--- src/bcdalu_pkg.sv ---
// Package for the BCD decimal ALU: sizes, operation and status codes, and the
// command and status structs that join the controller to the datapath.
// Depends on nothing; every other file of the block depends on it.
package bcdalu_pkg;

    localparam int DIGITS = 16;
    localparam int ND     = (DIGITS < 1) ? 1 : ((DIGITS > 16) ? 16 : DIGITS);
    localparam int DATA_W = 64;
    localparam int NIB_W  = 4;
    localparam int USED_W = ND * NIB_W;
    localparam int LANES  = 2 * ND;
    localparam int OP_W   = 3;
    localparam int STAT_W = 2;
    localparam int REL_W  = 2;
    localparam int NDC_W  = 5;

    // A lane holds up to ND digit products plus the incoming decimal carry.
    localparam int ACC_W  = $clog2(ND * 81 + ND * 9 + 10);
    localparam int POS_W  = $clog2(LANES);

    // Division by ten as a multiplication by a scaled reciprocal.
    localparam int RECIP_SHIFT = 16;
    localparam int RECIP       = (2 ** RECIP_SHIFT + 9) / 10;
    localparam int RECIP_W     = $clog2(RECIP + 1);

    typedef logic [NIB_W-1:0] digit_t;
    typedef logic [ACC_W-1:0] lane_t;
    typedef logic [POS_W-1:0] pos_t;

    typedef enum logic [OP_W-1:0] {
        OP_ADD = 3'd0,
        OP_SUB = 3'd1,
        OP_MUL = 3'd2,
        OP_INC = 3'd3,
        OP_CMP = 3'd4
    } op_t;

    typedef enum logic [STAT_W-1:0] {
        ST_OK        = 2'd0,
        ST_OVERFLOW  = 2'd1,
        ST_UNDERFLOW = 2'd2,
        ST_INVALID   = 2'd3
    } stat_t;

    typedef enum logic [REL_W-1:0] {
        REL_LESS    = 2'd0,
        REL_EQUAL   = 2'd1,
        REL_GREATER = 2'd2
    } rel_t;

    typedef struct packed {
        logic load;
        logic mul_step;
        logic norm_step;
        logic emit;
        pos_t pos;
    } dp_cmd_t;

    typedef struct packed {
        logic skip;
        logic is_mul;
    } dp_stat_t;

endpackage

--- src/bcdalu_cmd_if.sv ---
// Input channel of the BCD decimal ALU: valid/ready handshake and one item.
// Depends on bcdalu_pkg for the field widths.
interface bcdalu_cmd_if;
    logic                             valid;
    logic                             ready;
    logic [bcdalu_pkg::OP_W-1:0]      opcode;
    logic [bcdalu_pkg::DATA_W-1:0]    operand_a;
    logic [bcdalu_pkg::DATA_W-1:0]    operand_b;

    modport source (output valid, output opcode, output operand_a, output operand_b,
                    input ready);
    modport sink   (input valid, input opcode, input operand_a, input operand_b,
                    output ready);
endinterface

--- src/bcdalu_rsp_if.sv ---
// Output channel of the BCD decimal ALU: valid/ready handshake and one result item.
// Depends on bcdalu_pkg for the field widths.
interface bcdalu_rsp_if;
    logic                             valid;
    logic                             ready;
    logic [bcdalu_pkg::DATA_W-1:0]    result;
    logic [bcdalu_pkg::STAT_W-1:0]    status;
    logic [bcdalu_pkg::REL_W-1:0]     relation;
    logic [bcdalu_pkg::NDC_W-1:0]     result_digits;

    modport source (output valid, output result, output status, output relation,
                    output result_digits, input ready);
    modport sink   (input valid, input result, input status, input relation,
                    input result_digits, output ready);
endinterface

--- src/bcdalu_datapath.sv ---
// Datapath of the BCD decimal ALU: operand registers, product lanes, the
// divide-by-ten digit unit and the output register. Depends on bcdalu_pkg.
module bcdalu_datapath (
    input  logic                            clk,
    input  logic [bcdalu_pkg::OP_W-1:0]     opcode,
    input  logic [bcdalu_pkg::DATA_W-1:0]   operand_a,
    input  logic [bcdalu_pkg::DATA_W-1:0]   operand_b,
    input  bcdalu_pkg::dp_cmd_t             cmd,
    output bcdalu_pkg::dp_stat_t            stat,
    output logic [bcdalu_pkg::DATA_W-1:0]   result,
    output logic [bcdalu_pkg::STAT_W-1:0]   status,
    output logic [bcdalu_pkg::REL_W-1:0]    relation,
    output logic [bcdalu_pkg::NDC_W-1:0]    result_digits
);
    import bcdalu_pkg::*;

    localparam int QP_W = ACC_W + RECIP_W;

    op_t                 op_reg;
    logic                bad_reg;
    rel_t                rel_reg;
    digit_t              a_reg [ND];
    digit_t              b_reg [ND];
    lane_t               lane_reg [LANES];
    lane_t               carry_reg;
    logic [USED_W-1:0]   res_reg;
    logic                ovf_reg;
    logic [NDC_W-1:0]    nd_reg;

    logic [DATA_W-1:0]   result_reg;
    stat_t               status_reg;
    rel_t                relation_reg;
    logic [NDC_W-1:0]    digits_reg;

    op_t                 in_op;
    digit_t              in_a [ND];
    digit_t              in_b [ND];
    logic                bad_a;
    logic                bad_b;
    logic                in_bad;
    rel_t                in_rel;
    lane_t               load_lane [LANES];
    lane_t               load_carry;
    lane_t               mul_lane [LANES];
    logic [7:0]          prod [ND];
    lane_t               t_sum;
    logic [QP_W-1:0]     q_prod;
    lane_t               quo;
    lane_t               rem;
    digit_t              dig;
    stat_t               fin_status;

    // Input decode: digits, validity and relation.
    always_comb
    begin
        in_op = op_t'(opcode);
        bad_a = 1'b0;
        bad_b = 1'b0;
        for (int i = 0; i < ND; i++)
        begin
            in_a[i] = operand_a[i*NIB_W +: NIB_W];
            in_b[i] = operand_b[i*NIB_W +: NIB_W];
            bad_a   = bad_a | (in_a[i] > 4'd9);
            bad_b   = bad_b | (in_b[i] > 4'd9);
        end
        in_bad = (in_op == OP_INC) ? bad_a : (bad_a | bad_b);
        if (operand_a[USED_W-1:0] < operand_b[USED_W-1:0])
            in_rel = REL_LESS;
        else if (operand_a[USED_W-1:0] == operand_b[USED_W-1:0])
            in_rel = REL_EQUAL;
        else
            in_rel = REL_GREATER;
        stat.is_mul = (in_op == OP_MUL);
        stat.skip   = in_bad || !(in_op == OP_ADD || in_op == OP_SUB ||
                                  in_op == OP_MUL || in_op == OP_INC);
    end

    // Lane contents at load. Subtraction adds the nines' complement of b and
    // a carry of one, so no carry out of the top digit means a is below b.
    always_comb
    begin
        load_carry = ((in_op == OP_SUB) || (in_op == OP_INC)) ? lane_t'(1) : '0;
        for (int k = 0; k < LANES; k++)
        begin
            load_lane[k] = '0;
            if (k < ND)
            begin
                unique case (in_op)
                    OP_ADD:  load_lane[k] = lane_t'(in_a[k]) + lane_t'(in_b[k]);
                    OP_SUB:  load_lane[k] = lane_t'(in_a[k]) + lane_t'(4'd9 - in_b[k]);
                    OP_INC:  load_lane[k] = lane_t'(in_a[k]);
                    default: load_lane[k] = '0;
                endcase
            end
        end
    end

    // One multiplier digit per step, most significant first: shift the lanes
    // up one decimal place and add the row of digit products.
    always_comb
    begin
        for (int k = 0; k < ND; k++)
            prod[k] = a_reg[k] * b_reg[ND-1];
        for (int k = 0; k < LANES; k++)
        begin
            mul_lane[k] = (k > 0) ? lane_reg[(k > 0) ? k - 1 : 0] : '0;
            if (k < ND)
                mul_lane[k] = mul_lane[k] + lane_t'(prod[(k < ND) ? k : 0]);
        end
    end

    // Digit unit: lowest lane plus carry, split into a digit and a new carry.
    always_comb
    begin
        t_sum  = lane_reg[0] + carry_reg;
        q_prod = QP_W'(t_sum) * QP_W'(RECIP);
        quo    = lane_t'(q_prod >> RECIP_SHIFT);
        rem    = t_sum - (quo << 3) - (quo << 1);
        dig    = rem[NIB_W-1:0];
    end

    always_comb
    begin
        if (bad_reg)
            fin_status = ST_INVALID;
        else
        begin
            unique case (op_reg)
                OP_ADD, OP_INC: fin_status = (carry_reg != '0) ? ST_OVERFLOW : ST_OK;
                OP_SUB:         fin_status = (carry_reg == '0) ? ST_UNDERFLOW : ST_OK;
                OP_MUL:         fin_status = ovf_reg ? ST_OVERFLOW : ST_OK;
                default:        fin_status = ST_OK;
            endcase
        end
    end

    always_ff @(posedge clk)
    begin
        if (cmd.load)
        begin
            op_reg    <= in_op;
            bad_reg   <= in_bad;
            rel_reg   <= in_rel;
            a_reg     <= in_a;
            b_reg     <= in_b;
            lane_reg  <= load_lane;
            carry_reg <= load_carry;
            res_reg   <= '0;
            ovf_reg   <= 1'b0;
            nd_reg    <= '0;
        end
        else if (cmd.mul_step)
        begin
            lane_reg <= mul_lane;
            for (int k = ND - 1; k > 0; k--)
                b_reg[k] <= b_reg[k-1];
            b_reg[0] <= '0;
        end
        else if (cmd.norm_step)
        begin
            for (int k = 0; k < LANES - 1; k++)
                lane_reg[k] <= lane_reg[k+1];
            lane_reg[LANES-1] <= '0;
            carry_reg <= quo;
            if (cmd.pos < POS_W'(ND))
            begin
                res_reg <= (res_reg >> NIB_W) | (USED_W'(dig) << (USED_W - NIB_W));
                if (dig != '0)
                    nd_reg <= NDC_W'(cmd.pos) + NDC_W'(1);
            end
            else if (dig != '0)
                ovf_reg <= 1'b1;
        end

        if (cmd.emit)
        begin
            result_reg   <= DATA_W'(res_reg);
            status_reg   <= fin_status;
            relation_reg <= rel_reg;
            digits_reg   <= nd_reg;
        end
    end

    assign result        = result_reg;
    assign status        = status_reg;
    assign relation      = relation_reg;
    assign result_digits = digits_reg;

endmodule

--- src/bcdalu_ctrl.sv ---
// Controller of the BCD decimal ALU: state machine, digit position counter
// and output valid flag. Depends on bcdalu_pkg.
module bcdalu_ctrl (
    input  logic                  clk,
    input  logic                  rst_n,
    input  logic                  in_valid,
    output logic                  in_ready,
    input  logic                  out_ready,
    output logic                  out_valid,
    output bcdalu_pkg::dp_cmd_t   cmd,
    input  bcdalu_pkg::dp_stat_t  stat
);
    import bcdalu_pkg::*;

    typedef enum logic [3:0] {
        S_IDLE = 4'b0001,
        S_MUL  = 4'b0010,
        S_NORM = 4'b0100,
        S_DONE = 4'b1000
    } state_t;

    state_t state_reg,     state_next;
    pos_t   cnt_reg,       cnt_next;
    logic   mul_reg,       mul_next;
    logic   out_valid_reg, out_valid_next;
    pos_t   last_pos;

    assign last_pos = mul_reg ? POS_W'(LANES - 1) : POS_W'(ND - 1);

    always_comb
    begin
        state_next     = state_reg;
        cnt_next       = cnt_reg;
        mul_next       = mul_reg;
        out_valid_next = out_valid_reg;
        cmd            = '0;
        cmd.pos        = cnt_reg;
        in_ready       = (state_reg == S_IDLE);

        if (out_valid_reg && out_ready)
            out_valid_next = 1'b0;

        unique case (state_reg)
            S_IDLE:
            begin
                if (in_valid)
                begin
                    cmd.load = 1'b1;
                    cnt_next = '0;
                    mul_next = stat.is_mul;
                    if (stat.skip)
                        state_next = S_DONE;
                    else if (stat.is_mul)
                        state_next = S_MUL;
                    else
                        state_next = S_NORM;
                end
            end
            S_MUL:
            begin
                cmd.mul_step = 1'b1;
                if (cnt_reg == POS_W'(ND - 1))
                begin
                    cnt_next   = '0;
                    state_next = S_NORM;
                end
                else
                    cnt_next = cnt_reg + POS_W'(1);
            end
            S_NORM:
            begin
                cmd.norm_step = 1'b1;
                if (cnt_reg == last_pos)
                    state_next = S_DONE;
                else
                    cnt_next = cnt_reg + POS_W'(1);
            end
            S_DONE:
            begin
                if (!out_valid_reg || out_ready)
                begin
                    cmd.emit       = 1'b1;
                    out_valid_next = 1'b1;
                    state_next     = S_IDLE;
                end
            end
            default:
            begin
                state_next = S_IDLE;
            end
        endcase
    end

    always_ff @(posedge clk or negedge rst_n)
    begin
        if (!rst_n)
        begin
            state_reg     <= S_IDLE;
            cnt_reg       <= '0;
            mul_reg       <= 1'b0;
            out_valid_reg <= 1'b0;
        end
        else
        begin
            state_reg     <= state_next;
            cnt_reg       <= cnt_next;
            mul_reg       <= mul_next;
            out_valid_reg <= out_valid_next;
        end
    end

    assign out_valid = out_valid_reg;

    a_skip_to_done: assert property (@(posedge clk) disable iff (!rst_n)
        (cmd.load && stat.skip) |=> (state_reg == S_DONE))
        else $error("item with nothing to compute did not go straight to done");

    a_mul_to_norm: assert property (@(posedge clk) disable iff (!rst_n)
        (state_reg == S_MUL && cnt_reg == POS_W'(ND - 1))
        |=> (state_reg == S_NORM && cnt_reg == '0))
        else $error("multiply rows did not hand over to digit normalisation");

    a_norm_bound: assert property (@(posedge clk) disable iff (!rst_n)
        (state_reg == S_NORM) |-> (cnt_reg <= last_pos))
        else $error("digit position ran past the last place");

    a_emit_fills_output: assert property (@(posedge clk) disable iff (!rst_n)
        cmd.emit |=> (out_valid_reg && state_reg == S_IDLE))
        else $error("emitted result did not reach the output register");

endmodule

--- src/bcd_decimal_alu.sv ---
// Compare, unknown operation codes and items with an invalid digit skip the digit walk; add, subtract
// and increment walk the DIGITS low places; multiply runs DIGITS multiply rows, then walks all 2*DIGITS places.
// One item at a time: a new item can be taken in the cycle after the result is loaded, and the
// walk handles one BCD digit position per cycle through the divide-by-ten unit.
// The output register holds a result while a further item is taken and worked on.
// Asynchronous active-low reset empties the controller and its output valid flag; the datapath is not reset.
module bcd_decimal_alu (
    input  logic          clk,
    input  logic          rst_n,
    bcdalu_cmd_if.sink    cmd,
    bcdalu_rsp_if.source  rsp
);
    import bcdalu_pkg::*;

    // The controller owns sequencing: it loads an item, for a multiply runs
    // its rows (one multiplier digit per cycle, most significant first), then
    // walks the lanes one decimal place per cycle to resolve carries, and
    // finally loads the output register when it is free.
    dp_cmd_t  dp_cmd;
    dp_stat_t dp_stat;

    bcdalu_ctrl u_ctrl (
        .clk       (clk),
        .rst_n     (rst_n),
        .in_valid  (cmd.valid),
        .in_ready  (cmd.ready),
        .out_ready (rsp.ready),
        .out_valid (rsp.valid),
        .cmd       (dp_cmd),
        .stat      (dp_stat)
    );

    // The datapath keeps the operands, a row of lanes of twice the digit
    // count and the digit unit. Add, subtract and increment preload the
    // lanes with digit sums and share the same carry walk as multiply, whose
    // upper half of the walk only detects overflow.
    bcdalu_datapath u_datapath (
        .clk           (clk),
        .opcode        (cmd.opcode),
        .operand_a     (cmd.operand_a),
        .operand_b     (cmd.operand_b),
        .cmd           (dp_cmd),
        .stat          (dp_stat),
        .result        (rsp.result),
        .status        (rsp.status),
        .relation      (rsp.relation),
        .result_digits (rsp.result_digits)
    );

endmodule
--- src/flat_wrapper.sv ---
// flat-port wrapper written by rule: the top's interface ports become plain ports
module bcd_decimal_alu_flat import bcdalu_pkg::*;
  (clk, rst_n, cmd_valid, cmd_opcode, cmd_operand_a, cmd_operand_b, cmd_ready, rsp_valid, rsp_result, rsp_status, rsp_relation, rsp_result_digits, rsp_ready);
  bcdalu_cmd_if cmd_i ();
  bcdalu_rsp_if rsp_i ();
  input  logic clk;
  input  logic rst_n;
  input wire logic [$bits(cmd_i.valid)-1:0] cmd_valid;
  input wire logic [$bits(cmd_i.opcode)-1:0] cmd_opcode;
  input wire logic [$bits(cmd_i.operand_a)-1:0] cmd_operand_a;
  input wire logic [$bits(cmd_i.operand_b)-1:0] cmd_operand_b;
  output wire logic [$bits(cmd_i.ready)-1:0] cmd_ready;
  output wire logic [$bits(rsp_i.valid)-1:0] rsp_valid;
  output wire logic [$bits(rsp_i.result)-1:0] rsp_result;
  output wire logic [$bits(rsp_i.status)-1:0] rsp_status;
  output wire logic [$bits(rsp_i.relation)-1:0] rsp_relation;
  output wire logic [$bits(rsp_i.result_digits)-1:0] rsp_result_digits;
  input wire logic [$bits(rsp_i.ready)-1:0] rsp_ready;
  assign cmd_i.valid = cmd_valid;
  assign cmd_i.opcode = cmd_opcode;
  assign cmd_i.operand_a = cmd_operand_a;
  assign cmd_i.operand_b = cmd_operand_b;
  assign cmd_ready = cmd_i.ready;
  assign rsp_valid = rsp_i.valid;
  assign rsp_result = rsp_i.result;
  assign rsp_status = rsp_i.status;
  assign rsp_relation = rsp_i.relation;
  assign rsp_result_digits = rsp_i.result_digits;
  assign rsp_i.ready = rsp_ready;
  bcd_decimal_alu u_core (.clk(clk), .rst_n(rst_n), .cmd(cmd_i), .rsp(rsp_i));
endmodule
--- config.mk ---
export PLATFORM = sky130hd
export DESIGN_NAME = bcd_decimal_alu_flat
export DESIGN_NICKNAME = d
export VERILOG_FILES = /design/src/bcdalu_pkg.sv /design/src/bcdalu_cmd_if.sv /design/src/bcdalu_rsp_if.sv /design/src/bcdalu_datapath.sv /design/src/bcdalu_ctrl.sv /design/src/bcd_decimal_alu.sv /design/src/flat_wrapper.sv
export SDC_FILE = /design/constraint.sdc
export NUM_CORES = 2
export LEC_CHECK = 0
export BUFFER_PORTS_ARGS = -buffer_cell sky130_fd_sc_hd__buf_2
export CAP_MARGIN = 20
export CORE_MARGIN = 10
export CORE_UTILIZATION = 55
export CTS_BUF_LIST = sky130_fd_sc_hd__clkbuf_8
export CTS_CLUSTER_DIAMETER = 100
export DETAILED_ROUTE_END_ITERATION = 8
export PLACE_DENSITY_LB_ADDON = 0.08
export SYNTH_ARGS = -nofsm -noshare
export SYNTH_HDL_FRONTEND = slang
export SYNTH_HIERARCHICAL = 1
export SYNTH_SLANG_ARGS = --single-unit
--- constraint.sdc ---
create_clock -name clk -period 10 [get_ports clk]
set_clock_uncertainty 0.2 [all_clocks]
set_input_delay 0.5 -clock clk [delete_from_list [all_inputs] [get_ports clk]]
set_output_delay 0.5 -clock clk [all_outputs]
set_load 0.005 [all_outputs]
Word level (Yosys, flattened, before mapping)
Cells that the tools add are included.
W data, S select, Z words.
- add/subtract/negate cells: 67
- multipliers: 17
- divide/modulo/power cells: 0
- magnitude comparators: 34
- equality and inequality tests: 19
- shift-type cells: 0
- muxes and demuxes: 52
- bitwise operators: 34
- reductions and logical operators: 27
- operators with widths (operator ; number):
    $mux W352 ; 3
    $pmux W11 S3 ; 16
    $add A11 B8 Y11 ; 15
    $gt A4 B4 Y1 const B ; 32
    $mul A4 B4 Y8 ; 16
    $mux W64 ; 2
    $add A5 B5 Y6 ; 16
    $add A4 B4 Y5 ; 16
    $sub A4 B4 Y5 const A ; 16
    $eq A64 B64 Y1 ; 1
    $lt A64 B64 Y1 ; 1
    $or A60 B64 Y64 ; 1
    $mux W11 ; 3
    $or A1 B1 Y1 ; 31
    $mul A11 B12 Y23 const B ; 1
    $mux W4 ; 5
    $mux W5 ; 4
    $pmux W4 S4 ; 1
    $pmux W5 S3 ; 1
    $mux W1 ; 13
    $eq A3 B2 Y1 const B ; 4
    $reduce_and A4 Y1 ; 3
    $add A11 B11 Y11 ; 1
    $logic_not A11 Y1 ; 1
    other kinds (27) ; 47
- bits in registers: 651
- latch bits: 0
- bits in writable memories: 0
- memory bits (read-only): 0
- input port bits: 135
- output and inout bits: 75
- logic and storage cells: 329
- memories kept: 0

Depth between registers and ports, before layout
- word-level depth: 22
- gate-level depth with buffers: 32
- gate-level depth less buffers: 31

Hierarchy
The synthesis kept the hierarchy.
- modules (own cells, without submodules) (module ; instances ; cells each ; area an instance (um^2)):
    bcdalu_datapath ; 1 ; 5045 ; 47782.1
    bcdalu_ctrl ; 1 ; 61 ; 671.9

Worst setup path after synthesis
Ideal clock, no wire load.
- path kind: reg2reg
- start point: register u_core/u_datapath/lane_reg[341] (netlist bit)
- end point: register u_core.u_datapath.nd_reg[3]
- data arrival time: 7.179 ns
- setup slack: 2.501 ns
- cell stages (with the launch flop): 28
- clock period less this slack: 7.499 ns
- cell sequence: edfxtp_1 > ha_1 > fa_1 > a21o_1 > a21oi_1 > nor2b_1 > o311a_1 > o311ai_2 > xor2_1 > xnor2_1 > inv_1 > fa_1 > fa_1 > fa_1 > fa_1 > inv_1 > ha_1 > o21a_1 > o21ai_0 > o2bb2ai_1 > nor2_1 > xnor2_1 > ha_1 > xnor2_1 > or3b_2 > clkbuf_1 > o311a_1 > a211o_1
- RTL lines (element ; RTL line ; RTL):
    from (decl) ; bcdalu_datapath.sv:24 ; lane_t lane_reg [LANES];
    from (signal assigned) ; bcdalu_datapath.sv:146 ; lane_reg <= load_lane;
    from (signal assigned) ; bcdalu_datapath.sv:154 ; lane_reg <= mul_lane;
    from (signal, indexed assignment) ; bcdalu_datapath.sv:162 ; lane_reg[k] <= lane_reg[k+1];
    $add A11 B11 Y11 ; bcdalu_datapath.sv:115 ; t_sum = lane_reg[0] + carry_reg;
    $mul A11 B12 Y23 ; bcdalu_datapath.sv:116 ; q_prod = QP_W'(t_sum) * QP_W'(RECIP);
    net u_core.u_datapath.q_prod[17] ; bcdalu_datapath.sv:47 ; logic [QP_W-1:0] q_prod;
    $sub A4 B4 Y4 ; bcdalu_datapath.sv:118 ; rem = t_sum - (quo << 3) - (quo << 1);
    $reduce_bool A4 Y1 ; bcdalu_datapath.sv:168 ; if (dig != '0)
    $reduce_and A4 Y1 (no line) ; n/a ;
    to (signal assigned) ; bcdalu_datapath.sv:169 ; nd_reg <= NDC_W'(cmd.pos) + NDC_W'(1);
    to (decl) ; bcdalu_datapath.sv:28 ; logic [NDC_W-1:0] nd_reg;
The timed path passes the listed nets, and every way through them passes these cells.
A chain may end at the register's enable or synchronous reset.

Worst setup path after layout
Ends and elaborated chain as after synthesis.

==> summary.txt <==
GRT
  – Initial antenna violation count: 5
  – Met2 Usage GRT: 39.47%
  – First-pass GRT wire length: 200700 µm
  – GR met3 Demand/Resource: 4.181%
  – GR peak layer: met2
  – Met1 track demand over resource: 34.82%
  – Vias in the first global route: 36560
  – Pin count of the biggest net entering global routing: 224
  – Gr ovfl total: 0
  – Tot GR Track Use: 24.89%

Synthesis
  – Mean area per synthesized cell: 9.490 µm²
  – Ys flop type: edfxtp_1
  – Synthesized instance count: 5106
  – Top-count cell post-synth: inv_1
  – Leading area contributor after synthesis: edfxtp_1
  – Synth area leaders: edfxtp_1 24%, ha_1 14%, dfxtp_1 10%
  – Netlist Area Pre-Place: 48450 µm²
  – Yosys top cell area share: 24.23%
  – EDFF count, synth: 391
  – Seq/Total Area, Yosys: 34.97%
  – Ys async rst share: 1.698%
  – Flop and latch count out of synthesis: 648
  – Netlist cell types: 77
  – YS warnings: 6
  – Syn_nets: 6010
  – Most common library cells after synthesis: 636 x inv_1, 551 x ha_1, 548 x a21oi_1

Placement
  – Routability Congestion: 0.8774
  – I/O Buffers: 209
  – Post-DP HPWL: 86890 µm

Die
  – Initial core utilization: 55.68%
  – # IOs: 210
  – Die Wd: 316.8 µm
  – Die area: 100400 µm²
  – Core area: 87020 µm²
  – Die H: 316.8 µm
  – # rows: 108

Timing
  – Final period util: 81.32%
  – Final Hold Viols: 0
  – RSZ-0062 raised after global routing: false
  – F_max: 123.0 MHz
  – Final count of negative-setup-slack endpoints: 0
  – Worst slew pin tran: 1.189 ns
  – Setup TNS: 0 ns
  – Minimum clock period: 8.132 ns
  – Max_slew headroom: 20.71%
  – Fin. max-slew vios: 0

Final layout
  – Area Growth Syn to Fin: 12.03%
  – Share of cells above drive strength 1: 9.504%
  – Fin nets: 6287
  – Filler instances: 7494
  – Max reg flops: 352

Clocking
  – Clock Pin Slew Worst Setup and Hold Paths: 0.06 ns
  – Clock buffer depth: 3
  – # clock sinks: 648
  – Worst skew pair latency: 0.76 ns
  – CTS root buf: clkbuf_8
  – Num CTS Buffers: 117
  – H-tree lvl count: 3
  – CTS tree: built
  – Post CTS Setup Buffer Count: 0

Critical path
  – Most used cell, CP: fa_1
  – Crit-path max cell delay: 0.55 ns
  – Arr. time, crit path: 8.56 ns
  – Critical path's top delay family: adder cells
  – Startpoint Class: register
  – Worst path bufs/invs: 2
  – CP endpoint kind: register
  – Crit Path Class: register to register
  – Slowest stage cell, crit path: fa_1
  – Critical path required time: 10.43 ns
  – Worst Path Max Fanout: 6

Routing
  – DRT iter0 DRCs: 2817
  – Routed WL per cell: 18.89 µm
  – Drt pass-1 iters: 6
  – # DRC: 0
  – Avg Vias per Cell: 5.559
  – Routed Antenna Nets: 0
  – Final WL: 125500 µm
  – Routed vias: 36920

Outcome
  – Outcome: finished clean

Flow run
  – Maxcap violations: 0

Min path
  – Worst min-delay path class: input pin to asynchronous set/reset pin
==> through the flow <==
step,util (%),instances,setup WS (ns),instance area (µm²),hold WS [ns]
final,62.38,6641,1.868,54280,0.07965
after global routing,62.37,6640,1.362,54280,0.02438
after CTS,62.28,6633,1.910,54200,0.01433
after detailed placement,58.01,6282,1.944,50480,0.1992
after global placement,58.01,6281,2.052,50480,0.1962
after floorplan,-,5106,2.501,48450,0.004409
==> logic make-up (layout without fill, tap and decap cells) <==
group	after synthesis	count (layout)	synth area share [%]
fa+ha+maj	769	769	23.24
other cells	0	4	0
simple gates	1256	1256	11.94
flops	648	648	34.97
xor+xnor	166	166	3.016
compound gates	1082	1082	13.39
mux	315	315	6.698
buf+inv	870	1246	6.753
==> area by class of cell <==
type	count	area, µm²	share of cell area, %
Multi-Input combinational cell	3588	28300	52.14
Antenna cell	4	10.01	0.01844
Sequential cell	648	16940	31.21
Clock buffer	141	1941	3.575
Clock inverter	77	442.9	0.8160
Timing Repair Buffer	387	2769	5.101
Inverter	641	2432	4.481
Tap cell	1155	1445	2.662
==> final timing paths <==
path | end | start | cells after the start | slack [ns]
hold reg to reg | u_core/u_datapath/result[3] | u_core/u_datapath/res_reg[3] | 0 | 0.23
hold / removal | u_core/u_ctrl/state_reg[0] | rst_n | 2 | 0.08
setup / recovery | u_core/u_datapath/nd_reg[3] | u_core/u_datapath/lane_reg[341] | 26 | 1.87
setup reg to reg | u_core/u_datapath/nd_reg[3] | u_core/u_datapath/lane_reg[341] | 26 | 1.87
min in group clk | u_core/u_datapath/op_reg[0] | cmd_opcode[0] | 1 | 0.18
max in group asynchronous | u_core/u_ctrl/state_reg[1] | rst_n | 3 | 8.58
==> layout by cell type (no fill, tap or decap), types with 17 or more instances in the layout <==
| master | Yosys | layout |
|---|---|---|
| dlygate4sd3_1 | 0 | 133 |
| nand4_1 | 26 | 26 |
| buf_4 | 0 | 39 |
| and3_1 | 44 | 44 |
| a22oi_1 | 41 | 41 |
| nand3_1 | 36 | 36 |
| fa_1 | 218 | 218 |
| nor2_1 | 533 | 529 |
| ha_1 | 551 | 551 |
| or3_1 | 33 | 32 |
| clkinv_2 | 0 | 18 |
| dfxtp_1 | 246 | 246 |
| a21oi_1 | 548 | 548 |
| nor3_1 | 23 | 22 |
| or4_1 | 17 | 17 |
| o21bai_1 | 81 | 81 |
| xor2_1 | 43 | 43 |
| xnor2_1 | 122 | 122 |
| edfxtp_1 | 391 | 391 |
| o21ai_0 | 117 | 117 |
| mux2_2 | 61 | 61 |
| mux2i_1 | 250 | 250 |
| a21o_1 | 108 | 108 |
| and2_1 | 164 | 164 |
| nand2_1 | 305 | 304 |
| buf_2 | 1 | 210 |
| nor4_1 | 22 | 22 |
| clkbuf_8 | 0 | 141 |
| o22ai_1 | 80 | 80 |
| inv_1 | 636 | 671 |
==> metal layers <==
metal  vias up  wire [µm]  share of wire, %
met5         -          0                 0
met4         0       3321               2.6
met3       210       8348               6.7
met2       964      56760                45
met1     17670      57040                45
li1      18080          -                 -
==> timing repair <==
item,4_1_cts,5_1_grt
hold buffers,133,0
gates resized for setup,0,0
hold endpoints to repair,172,0
Power is left out: the tool's default activity adds up to more than one toggle a clock period on the data nets, which glitch-free logic cannot reach.
